<file path="config.mk">
export PLATFORM = sky130hd
export DESIGN_NAME = backoff_delay_with_jitter
export DESIGN_NICKNAME = d
export VERILOG_FILES = /design/src/hw/rtl/bdj_pkg.sv /design/src/hw/rtl/backoff_delay_with_jitter.sv
export SDC_FILE = /design/constraint.sdc
export NUM_CORES = 1
export LEC_CHECK = 0
export ABC_AREA = 1
export BUFFER_PORTS_ARGS = -buffer_cell sky130_fd_sc_hd__buf_2
export CORE_MARGIN = 1
export CORE_UTILIZATION = 50
export DETAILED_ROUTE_END_ITERATION = 16
export PLACE_DENSITY = 0.67
export SYNTH_ARGS = -nofsm -noshare
export SYNTH_HDL_FRONTEND = slang
export SYNTH_SLANG_ARGS = --single-unit
export TNS_END_PERCENT = 1
</file>
<file path="constraint.sdc">
create_clock -name clk_i -period 7.95 [get_ports clk_i]
set_input_delay 1.1925 -clock clk_i [delete_from_list [all_inputs] [get_ports clk_i]]
set_output_delay 1.1925 -clock clk_i [all_outputs]
set_load 0.05 [all_outputs]
</file>
<file path="src/hw/rtl/bdj_pkg.sv">
// shared types and constants for the retry backoff delay block
// no dependencies; imported by backoff_delay_with_jitter and tb_top
package bdj_pkg;

  localparam int unsigned RegW    = 22;
  localparam int unsigned WordW   = 32;
  localparam int unsigned CfgIdxW = 2;
  localparam int unsigned SprW    = 31;
  localparam int unsigned CntW    = 5;

  localparam logic [CfgIdxW-1:0] REG_MIN_WAIT = 2'd0;
  localparam logic [CfgIdxW-1:0] REG_MAX_WAIT = 2'd1;

  localparam logic [RegW-1:0] MIN_WAIT_RST = 22'd1;
  localparam logic [RegW-1:0] MAX_WAIT_RST = 22'd300;

  localparam logic [CntW-1:0] MOD_LAST = 5'd31;

  typedef enum logic [2:0] {
    S_IDLE,
    S_DOUBLE,
    S_MOD,
    S_FINISH
  } state_e;

  // seconds to milliseconds: x * 1000 = x*1024 - x*16 - x*8
  function automatic logic [WordW-1:0] mul_1000(input logic [RegW-1:0] x);
    logic [WordW-1:0] w;
    w = {{(WordW-RegW){1'b0}}, x};
    return (w << 10) - (w << 4) - (w << 3);
  endfunction

  // one fifth of x * 1000: x * 200 = x*128 + x*64 + x*8
  function automatic logic [SprW-1:0] mul_200(input logic [RegW-1:0] x);
    logic [SprW-1:0] w;
    w = {{(SprW-RegW){1'b0}}, x};
    return (w << 7) + (w << 6) + (w << 3);
  endfunction

endpackage

</file>
<file path="src/hw/rtl/backoff_delay_with_jitter.sv">
// retry delay with exponential backoff and jitter, top level
// depends on bdj_pkg
// each request first doubles the base once per remaining attempt while it stays below the
// ceiling (at most 22 doublings for in-range settings), one step a cycle, then reduces the
// 32-bit random word in a bit-serial modulo; a new request is taken only when the sequencer is idle
// reset (rst_ni low, async): sequencer idle, no result pending, min/max wait back to 1 s / 300 s
module backoff_delay_with_jitter
  import bdj_pkg::*;
(
  input  logic                clk_i,
  input  logic                rst_ni,

  // configuration writes
  input  logic                cfg_valid_i,
  output logic                cfg_ready_o,
  input  logic [CfgIdxW-1:0]  cfg_index_i,
  input  logic [RegW-1:0]     cfg_data_i,

  // input requests
  input  logic                s_axis_tvalid_i,
  output logic                s_axis_tready_o,
  input  logic [63:0]         s_axis_tdata_i,   // [31:0] attempt, [63:32] random_word

  // results
  output logic                m_axis_tvalid_o,
  input  logic                m_axis_tready_i,
  output logic [31:0]         m_axis_tdata_o    // [31:0] wait_ms
);

  // configuration registers
  logic [RegW-1:0] min_wait_q, max_wait_q;

  // sequencer
  state_e state_q, state_d;

  // datapath
  logic [WordW:0]   base_q, base_d;     // one spare bit for the last doubling
  logic [SprW-1:0]  spr_q, spr_d;       // always base / 5, base is a multiple of 1000
  logic [WordW-1:0] ceil_q, ceil_d;
  logic [SprW-1:0]  cspr_q, cspr_d;     // ceiling / 5
  logic [WordW-1:0] rem_q, rem_d;       // doublings still allowed by the attempt count
  logic [WordW-1:0] rnd_q, rnd_d;       // random word, shifted out msb first
  logic [SprW-1:0]  rmd_q, rmd_d;       // running remainder
  logic [CntW-1:0]  cnt_q, cnt_d;

  // result register
  logic             out_valid_q, out_valid_d;
  logic [WordW-1:0] out_data_q, out_data_d;

  logic             in_fire;
  logic             out_fire;
  logic             can_double;
  logic [WordW-1:0] modulus;
  logic [WordW-1:0] trial;
  logic [WordW-1:0] trial_sub;

  assign cfg_ready_o     = 1'b1;
  assign s_axis_tready_o = (state_q == S_IDLE);
  assign m_axis_tvalid_o = out_valid_q;
  assign m_axis_tdata_o  = out_data_q;

  assign in_fire  = s_axis_tvalid_i && s_axis_tready_o;
  assign out_fire = out_valid_q && m_axis_tready_i;

  // keep doubling while attempts remain, base is below the ceiling and nonzero
  assign can_double = (rem_q != '0) && (base_q < {1'b0, ceil_q}) && (base_q != '0);

  // modulus 2*spread + 1, spread stays below 2^30 after the clamp
  assign modulus   = {spr_q, 1'b1};
  assign trial     = {rmd_q, rnd_q[WordW-1]};
  assign trial_sub = trial - modulus;

  // configuration registers
  always_ff @(posedge clk_i or negedge rst_ni) begin
    if (!rst_ni) begin
      min_wait_q <= MIN_WAIT_RST;
      max_wait_q <= MAX_WAIT_RST;
    end else if (cfg_valid_i && cfg_ready_o) begin
      case (cfg_index_i)
        REG_MIN_WAIT: min_wait_q <= cfg_data_i;
        REG_MAX_WAIT: max_wait_q <= cfg_data_i;
        default: ;  // writes beyond the list are dropped
      endcase
    end
  end

  // control registers
  always_ff @(posedge clk_i or negedge rst_ni) begin
    if (!rst_ni) begin
      state_q     <= S_IDLE;
      out_valid_q <= 1'b0;
    end else begin
      state_q     <= state_d;
      out_valid_q <= out_valid_d;
    end
  end

  // payload registers
  always_ff @(posedge clk_i) begin
    base_q     <= base_d;
    spr_q      <= spr_d;
    ceil_q     <= ceil_d;
    cspr_q     <= cspr_d;
    rem_q      <= rem_d;
    rnd_q      <= rnd_d;
    rmd_q      <= rmd_d;
    cnt_q      <= cnt_d;
    out_data_q <= out_data_d;
  end

  always_comb begin
    state_d     = state_q;
    base_d      = base_q;
    spr_d       = spr_q;
    ceil_d      = ceil_q;
    cspr_d      = cspr_q;
    rem_d       = rem_q;
    rnd_d       = rnd_q;
    rmd_d       = rmd_q;
    cnt_d       = cnt_q;
    out_data_d  = out_data_q;
    out_valid_d = out_valid_q && !out_fire;

    case (state_q)
      S_IDLE: begin
        if (in_fire) begin
          // start from min * 1000 ms and snapshot the ceiling
          base_d  = {1'b0, mul_1000(min_wait_q)};
          spr_d   = mul_200(min_wait_q);
          ceil_d  = mul_1000(max_wait_q);
          cspr_d  = mul_200(max_wait_q);
          rem_d   = s_axis_tdata_i[31:0];
          rnd_d   = s_axis_tdata_i[63:32];
          state_d = S_DOUBLE;
        end
      end
      S_DOUBLE: begin
        if (can_double) begin
          base_d = base_q << 1;
          spr_d  = spr_q << 1;
          rem_d  = rem_q - 1'b1;
        end else begin
          // clamp to the ceiling, spread follows
          if (base_q > {1'b0, ceil_q}) begin
            base_d = {1'b0, ceil_q};
            spr_d  = cspr_q;
          end
          rmd_d   = '0;
          cnt_d   = '0;
          state_d = S_MOD;
        end
      end
      S_MOD: begin
        // restoring remainder, one bit of the random word a cycle
        if (trial >= modulus) begin
          rmd_d = trial_sub[SprW-1:0];
        end else begin
          rmd_d = trial[SprW-1:0];
        end
        rnd_d = rnd_q << 1;
        cnt_d = cnt_q + 1'b1;
        if (cnt_q == MOD_LAST) begin
          state_d = S_FINISH;
        end
      end
      S_FINISH: begin
        // wait for the result register to be free
        if (!out_valid_q || m_axis_tready_i) begin
          out_data_d  = base_q[WordW-1:0] - {1'b0, spr_q} + {1'b0, rmd_q};
          out_valid_d = 1'b1;
          state_d     = S_IDLE;
        end
      end
      default: begin
        state_d = S_IDLE;
      end
    endcase
  end

`ifndef ASSERT_OFF
  // spread tracks base / 5 exactly through doubling and clamping
  assert property (@(posedge clk_i) disable iff (!rst_ni)
    (state_q == S_MOD) |-> ({2'b0, spr_q, 2'b0} + {3'b0, spr_q}) == {1'b0, base_q})
    else $error("spread does not match base / 5");

  // base never exceeds the ceiling once the modulo runs
  assert property (@(posedge clk_i) disable iff (!rst_ni)
    (state_q == S_MOD) |-> base_q <= {1'b0, ceil_q})
    else $error("base above ceiling after clamp");

  // the running remainder stays below the modulus
  assert property (@(posedge clk_i) disable iff (!rst_ni)
    (state_q == S_MOD) |-> {1'b0, rmd_q} < modulus)
    else $error("remainder out of range");

  // a request that is taken starts the doubling loop
  assert property (@(posedge clk_i) disable iff (!rst_ni)
    in_fire |=> (state_q == S_DOUBLE))
    else $error("accepted request did not start");
`endif

endmodule

</file>
==> metrics.txt, run 1 <==
Gate Count Post-Synth=3460; Area Overhead vs Synth=9.665%; dominant combinational cell family by area after synthesis=simple AND/OR/NAND/NOR gates; number of instances in the placed design=4214; max-capacitance violation count=0; internal reg-to-reg setup slack=3870 ps; Synth Area in Compound Gates=10.03%; maximum operating frequency=245.3 MHz; Gates resized, CTS repair=0; crit path DAT=4270 ps; DRT Wirelength=79130 um; final clock skew=20.71 ps; Cell variety after synth=48; library cell with the highest instance count after synthesis=sky130_fd_sc_hd__nand2_1; flip-flop cell with the highest count after synthesis=sky130_fd_sc_hd__edfxtp_1; Die ar.=0.05338 mm^2; most area-consuming cells after synthesis=sky130_fd_sc_hd__edfxtp_1, sky130_fd_sc_hd__nand2_1, sky130_fd_sc_hd__ha_1, sky130_fd_sc_hd__inv_1, sky130_fd_sc_hd__fa_1; later-pin clock latency in the skew report=570 ps; First-pass DRT Iterations=7; largest area contributor in the netlist=sky130_fd_sc_hd__edfxtp_1; Std-Cell Core Area=0.05161 mm^2; share of the clock period used by the worst path after layout=51.28%; final critical delay including setup and external delays=4077 ps; # hold bufs at CTS=0; NumNets Final=3986; number of H-tree branching levels=2; non-filler instance count after layout=4280; finished layout cell area=0.02876 mm^2; clk sinks=291; remaining design rule violation count=0; mean cell area of the mapped netlist=7.581 um^2; number of synthesized flops with an enable pin=244; Worst Max-Slew Pin Slew=1217 ps; drt initial violations=2177; Final Hold Fails=0; Yosys Warn Count=0; starting density of the core=50.82%; relative slew slack=18.64%; share of final-layout standard cells stronger than drive strength 1=6.861%; Setup TNS Final=0 ps; number of buffers added on ports=126; cts bufs inserted=37; required time of the critical path=8150 ps; antenna violations before repair=1; worst hold path type=reg2reg; half-perimeter wire length after detailed placement=63220 um; async set-or-reset flop fraction in the synthesized netlist=16.15%; post-CTS clock slew at the launch and capture registers of the worst setup and hold paths=60 ps; type of the worst setup path=reg2reg; multiplexer share of the synthesized area=0%; number of placement rows=83; post-synthesis share of cell area spent on full adders, half adders and majority gates=17.98%; buffer count from post-CTS setup fixing=0; Fill cells=4990; I/O Pins=128; area fraction of the dominant cell type after synthesis=27.93%; combined global-route utilization of all metal layers=30.04%; Max FO, Critical Path=55; Die Height=231.0 um; final number of max-transition violations=0; flops & latches, synth=291; Synthesized Nets=3873; RSZ-0062 raised after global routing=no; sequential cell area fraction in the yosys report=32.44%; most numerous cell types in the synthesized netlist=sky130_fd_sc_hd__nand2_1, sky130_fd_sc_hd__inv_1, sky130_fd_sc_hd__nor2_1; Critical Path End Type=flip-flop; Multi-input gate area=0.01541 mm^2; final global-route overflow total=0; largest net degree at the start of global routing=83; area fraction in and, or, nand and nor cells after synthesis=27.12%; global-route wire length before repair=124100 um; Detail Route Antenna Nets=0; x dimension of the die=231.0 um; routability-driven placement congestion ratio=0.9904; Longest Clk Path Bufs=3; clock tree from TritonCTS=built; run status=complete, no violations; setup violation total in the final timing report=0; Sequential Area=0.008509 mm^2; routed wire length per instance=18.49 um; Post-DP Area=0.02754 mm^2; average vias per placed instance=5.467; routed via count=23400; antenna fix cells=0; Syn Std Cell Area=0.02623 mm^2; Post-Synth XOR/XNOR Area=3.373%; Root Buffer=sky130_fd_sc_hd__clkbuf_16; vias in the first global route=22270; Critical Path Start Type=flip-flop
-- registers in the layout, indices dropped and copies added, names as in the netlist --
signal           cells
m_axis_tvalid_o      1
m_axis_tdata_o      32
cspr_q              26
rem_q               32
max_wait_q          22
rmd_q               31
min_wait_q          22
state_q              2
rnd_q               32
base_q              29
spr_q               28
ceil_q              29
cnt_q                5
-- layout by cell type, fill, tap and decap left out, types with 4 or more instances in the layout --
cell,Yosys,final
sky130_fd_sc_hd__clkbuf_1,45,5
sky130_fd_sc_hd__o21a_1,7,7
sky130_fd_sc_hd__nor2_2,7,7
sky130_fd_sc_hd__fa_1,95,95
sky130_fd_sc_hd__clkinv_1,0,7
sky130_fd_sc_hd__nor2_1,307,307
sky130_fd_sc_hd__nand2_1,863,863
sky130_fd_sc_hd__inv_1,539,538
sky130_fd_sc_hd__nand3b_1,20,20
sky130_fd_sc_hd__clkbuf_16,0,37
sky130_fd_sc_hd__xor2_1,68,68
sky130_fd_sc_hd__xnor2_1,33,33
sky130_fd_sc_hd__a21o_1,9,9
sky130_fd_sc_hd__o211ai_1,4,4
sky130_fd_sc_hd__o21ai_0,193,190
sky130_fd_sc_hd__o21ai_1,8,8
sky130_fd_sc_hd__buf_4,1,14
sky130_fd_sc_hd__inv_2,3,4
sky130_fd_sc_hd__ha_1,225,223
sky130_fd_sc_hd__a31oi_1,19,19
sky130_fd_sc_hd__o21bai_1,28,28
sky130_fd_sc_hd__a21oi_1,205,204
sky130_fd_sc_hd__and2_1,5,5
sky130_fd_sc_hd__dfstp_2,5,5
sky130_fd_sc_hd__buf_2,7,126
sky130_fd_sc_hd__nand3_1,273,273
sky130_fd_sc_hd__dfrtp_1,42,42
sky130_fd_sc_hd__nor3_1,27,27
sky130_fd_sc_hd__nand4_1,114,114
sky130_fd_sc_hd__or2_2,14,14
sky130_fd_sc_hd__nor4_1,5,5
sky130_fd_sc_hd__bufinv_16,0,4
sky130_fd_sc_hd__edfxtp_1,244,244
sky130_fd_sc_hd__a21boi_0,7,7
-- critical path, cell delays in order (launching register included) --
cell                       delay (ps)
sky130_fd_sc_hd__edfxtp_1         340
sky130_fd_sc_hd__inv_1             80
sky130_fd_sc_hd__ha_1             250
sky130_fd_sc_hd__nand2_1          140
sky130_fd_sc_hd__nor2_2            90
sky130_fd_sc_hd__nand3_2          110
sky130_fd_sc_hd__nor2_2            60
sky130_fd_sc_hd__nor2_4            90
sky130_fd_sc_hd__buf_4            510
sky130_fd_sc_hd__nand3_4          630
sky130_fd_sc_hd__nand2_1          380
sky130_fd_sc_hd__nand2_1          150
sky130_fd_sc_hd__o21ai_4          200
sky130_fd_sc_hd__buf_4            610
-- cells by family (layout without fill, tap and decap cells) --
kind of cell               count (synthesis)  after routing
buffers and inverters                    608            748
and+or+nand+nor                         1652           1652
other                                      1              1
DFF                                      291            291
adders and majority gates                320            320
xor gates and xnor gates                 101            101
AOI/OAI and AO/OA                        487            487
-- worst paths after layout --
check,end,from,cells past startpoint
hold reg to reg,rnd_q[8]$_DFFE_PP_,rnd_q[7]$_DFFE_PP_,2
hold / removal,rnd_q[8]$_DFFE_PP_,rnd_q[7]$_DFFE_PP_,2
setup / recovery,spr_q[20]$_DFFE_PP_,rem_q[0]$_DFFE_PP_,13
min in group asynchronous,state_q[0]$_DFFE_PN0P_,rst_ni,2
max in group asynchronous,min_wait_q[10]$_DFFE_PN0P_,rst_ni,2
setup reg to reg,spr_q[20]$_DFFE_PP_,rem_q[0]$_DFFE_PP_,13
-- cell type report --
cell class	count	share of cell area [%]
multi-input cells	2561	53.57
flip-flops and latches	291	29.58
inverters	542	7.073
clock buffers	45	3.428
well taps	680	2.958
repair buffers	140	2.558
clock inverters	21	0.8265
-- stage by stage --
stage	setup slack [ps]	hold slack (ps)	util, %
floorplan	814.1	468.6	-
detailed placement	3936	500.8	53.36
global route	3648	529.4	55.73
finish	3873	511.2	55.73
global placement	4008	497.3	53.36
CTS	3908	514.9	55.73
-- metal layers --
| metal | global-route usage (%) | vias up | part of all wire [%] | wire, um |
|---|---|---|---|---|
| met1 | 41.35 | 10820 | 45 | 35790 |
| met5 | 0 | - | 0 | 0 |
| met3 | 3.543 | 136 | 6.1 | 4821 |
| li1 | - | 11650 | - | - |
| met4 | 11.40 | 0 | 3.6 | 2863 |
| met2 | 48.44 | 786 | 45 | 35660 |
Power of run 1 is left out: the tool's default activity adds up to more than one toggle a clock period on the data nets, which glitch-free logic cannot reach.
==> run 2, diff against run 1 <==
Clock period 7.95 ns to 4 ns, I/O delays scaled along.
==> run 2 against run 1 <==
Effect of this change:
- worst setup slack worse by 3400 ps
- design area about the same
- register-to-register slack worse by 3400 ps
- clock skew up 5.3 ps
- clock-buffer cell count up 3
- cell count about the same
- via count up 0.82%
- maximum frequency up 17%
- worst hold slack worse by 460 ps
- sequential share of layout area about the same
- die area unchanged
- first-iteration DRC count down 2.7%
- critical path type unchanged
- critical endpoint is now ceil_q[20]$_DFFE_PP_
==> metrics.txt, run 2 (synthesized netlist as in run 1, its figures left out) <==
number of placement rows=83; routed via count=23590; commonest cells after routing, fill and taps aside=sky130_fd_sc_hd__nand2_1, sky130_fd_sc_hd__inv_1, sky130_fd_sc_hd__nor2_1; start of the worst register-to-register path=max_wait_q[0]$_DFFE_PN0P_; NumNets Final=3989; non-filler instance count after layout=4282; Area Overhead vs Synth=9.584%; Worst Max-Slew Pin Slew=1204 ps; average vias per placed instance=5.509; antenna fix cells=0; maximum operating frequency=286.0 MHz; Fill cells=5056; buffer count from post-CTS setup fixing=0; routability-driven placement congestion ratio=0.9917; Root Buffer=sky130_fd_sc_hd__clkbuf_16; DRT Wirelength=80100 um; run status=complete, no violations; half-perimeter wire length after detailed placement=64610 um; global-route wire length before repair=124800 um; internal reg-to-reg setup slack=500 ps; vias in the first global route=22480; final clock skew=26.02 ps; Critical Path End Type=flip-flop; Final Hold Fails=0; crit path DAT=3790 ps; final critical delay including setup and external delays=3496 ps; worst hold path type=in2async; share of final-layout standard cells stronger than drive strength 1=6.968%; number of instances in the placed design=4218; Max FO, Critical Path=8; cells on worst reg2reg path=11; end point of the critical path=ceil_q[20]$_DFFE_PP_; Detail Route Antenna Nets=0; Critical Path Start Type=flip-flop; delay contributed by the slowest stage of the critical path=560 ps; type of the worst setup path=reg2reg; Die ar.=0.05338 mm^2; setup violation total in the final timing report=0; First-pass DRT Iterations=5; RSZ-0062 raised after global routing=no; largest net degree at the start of global routing=124; required time of the critical path=4290 ps; Longest Clk Path Bufs=3; max-capacitance violation count=0; share of the clock period used by the worst path after layout=87.40%; final number of max-transition violations=0; final global-route overflow total=0; cts bufs inserted=36; number of H-tree branching levels=2; remaining design rule violation count=0; # hold bufs at CTS=0; x dimension of the die=231.0 um; cell mode on critical path=sky130_fd_sc_hd__inv_1; worst path cell trace=inv_1, fa_1, inv_1, ha_1, nand2_1, inv_1, nand3_1, o21ai_0, nand3_1, nand2_1, xor2_1; later-pin clock latency in the skew report=560 ps; post-CTS clock slew at the launch and capture registers of the worst setup and hold paths=70 ps; number of buffers added on ports=126; combined global-route utilization of all metal layers=30.31%; antenna violations before repair=2; crit path max-delay cell type=sky130_fd_sc_hd__fa_1; Gates resized, CTS repair=0; start point of the critical path=max_wait_q[0]$_DFFE_PN0P_; crit-path leading delay family=adder cells; relative slew slack=19.42%; Stages on worst setup path=11; most common cell after layout, fill and taps aside=sky130_fd_sc_hd__nand2_1; starting density of the core=50.82%; buffer and inverter count on the worst path=3; I/O Pins=128; routed wire length per instance=18.71 um; clock tree from TritonCTS=built; Die Height=231.0 um; Std-Cell Core Area=0.05161 mm^2; clk sinks=291; drt initial violations=2119; worst reg2reg path endpoint=ceil_q[20]$_DFFE_PP_
[run 2: cell types whose count changed in the layout (fill, tap and decap cells not counted), sizes merged]
cell | before | now
buf | 140 | 144
bufinv | 4 | 1
clkbuf | 45 | 48
inv | 543 | 541
[run 2: final cells by class]
class	instances	area (um^2)	share of cell area (%)
multi-input cells	2561	15410	53.61
inverters	542	2036	7.083
clock buffers	48	1018	3.543
well taps	680	850.8	2.960
clock inverters	16	127.6	0.4440
repair buffers	144	790.8	2.751
flip-flops and latches	291	8509	29.61
[run 2: how the worst min path moves through the flow]
stage | start | cells past startpoint | slack, ps | end
2_1_floorplan | rst_ni | 0 | 300 | m_axis_tvalid_o$_DFF_PN0_
3_3_place_gp | rmd_q[0]$_SDFFCE_PN0P_ | 0 | 500 | m_axis_tdata_o[0]$_DFFE_PP_
3_5_place_dp | rnd_q[1]$_DFFE_PP_ | 2 | 500 | rnd_q[2]$_DFFE_PP_
4_1_cts | rst_ni | 1 | 30 | min_wait_q[4]$_DFFE_PN0P_
5_1_grt | rst_ni | 1 | 40 | max_wait_q[20]$_DFFE_PN0P_
6_report | rst_ni | 1 | 50 | min_wait_q[1]$_DFFE_PN0P_
[run 2: routing by layer]
layer	vias up	track usage (%)	share of wire, %
met5	-	0	0.019
met4	2	9.499	3.2
met3	124	3.900	6.5
met2	819	48.93	45
met1	10990	42.22	45
li1	11650	-	-
[run 2: per-stage QoR]
| step | utilization [%] | instance area, um^2 | hold slack, ps | setup slack (ps) | TNS (ps) |
|---|---|---|---|---|---|
| after floorplan | - | 26240 | 304.4 | -214.6 | -7726 |
| after CTS | 55.69 | 28740 | 27.44 | 657.9 | 0 |
| final | 55.69 | 28740 | 48.63 | 503.9 | 0 |
| after global routing | 55.69 | 28740 | 39.93 | 409.5 | 0 |
| after global placement | 53.47 | 27600 | 496.5 | 700.5 | 0 |
| after detailed placement | 53.47 | 27600 | 501.0 | 687.6 | 0 |
Power of run 2 is left out for the same reason.
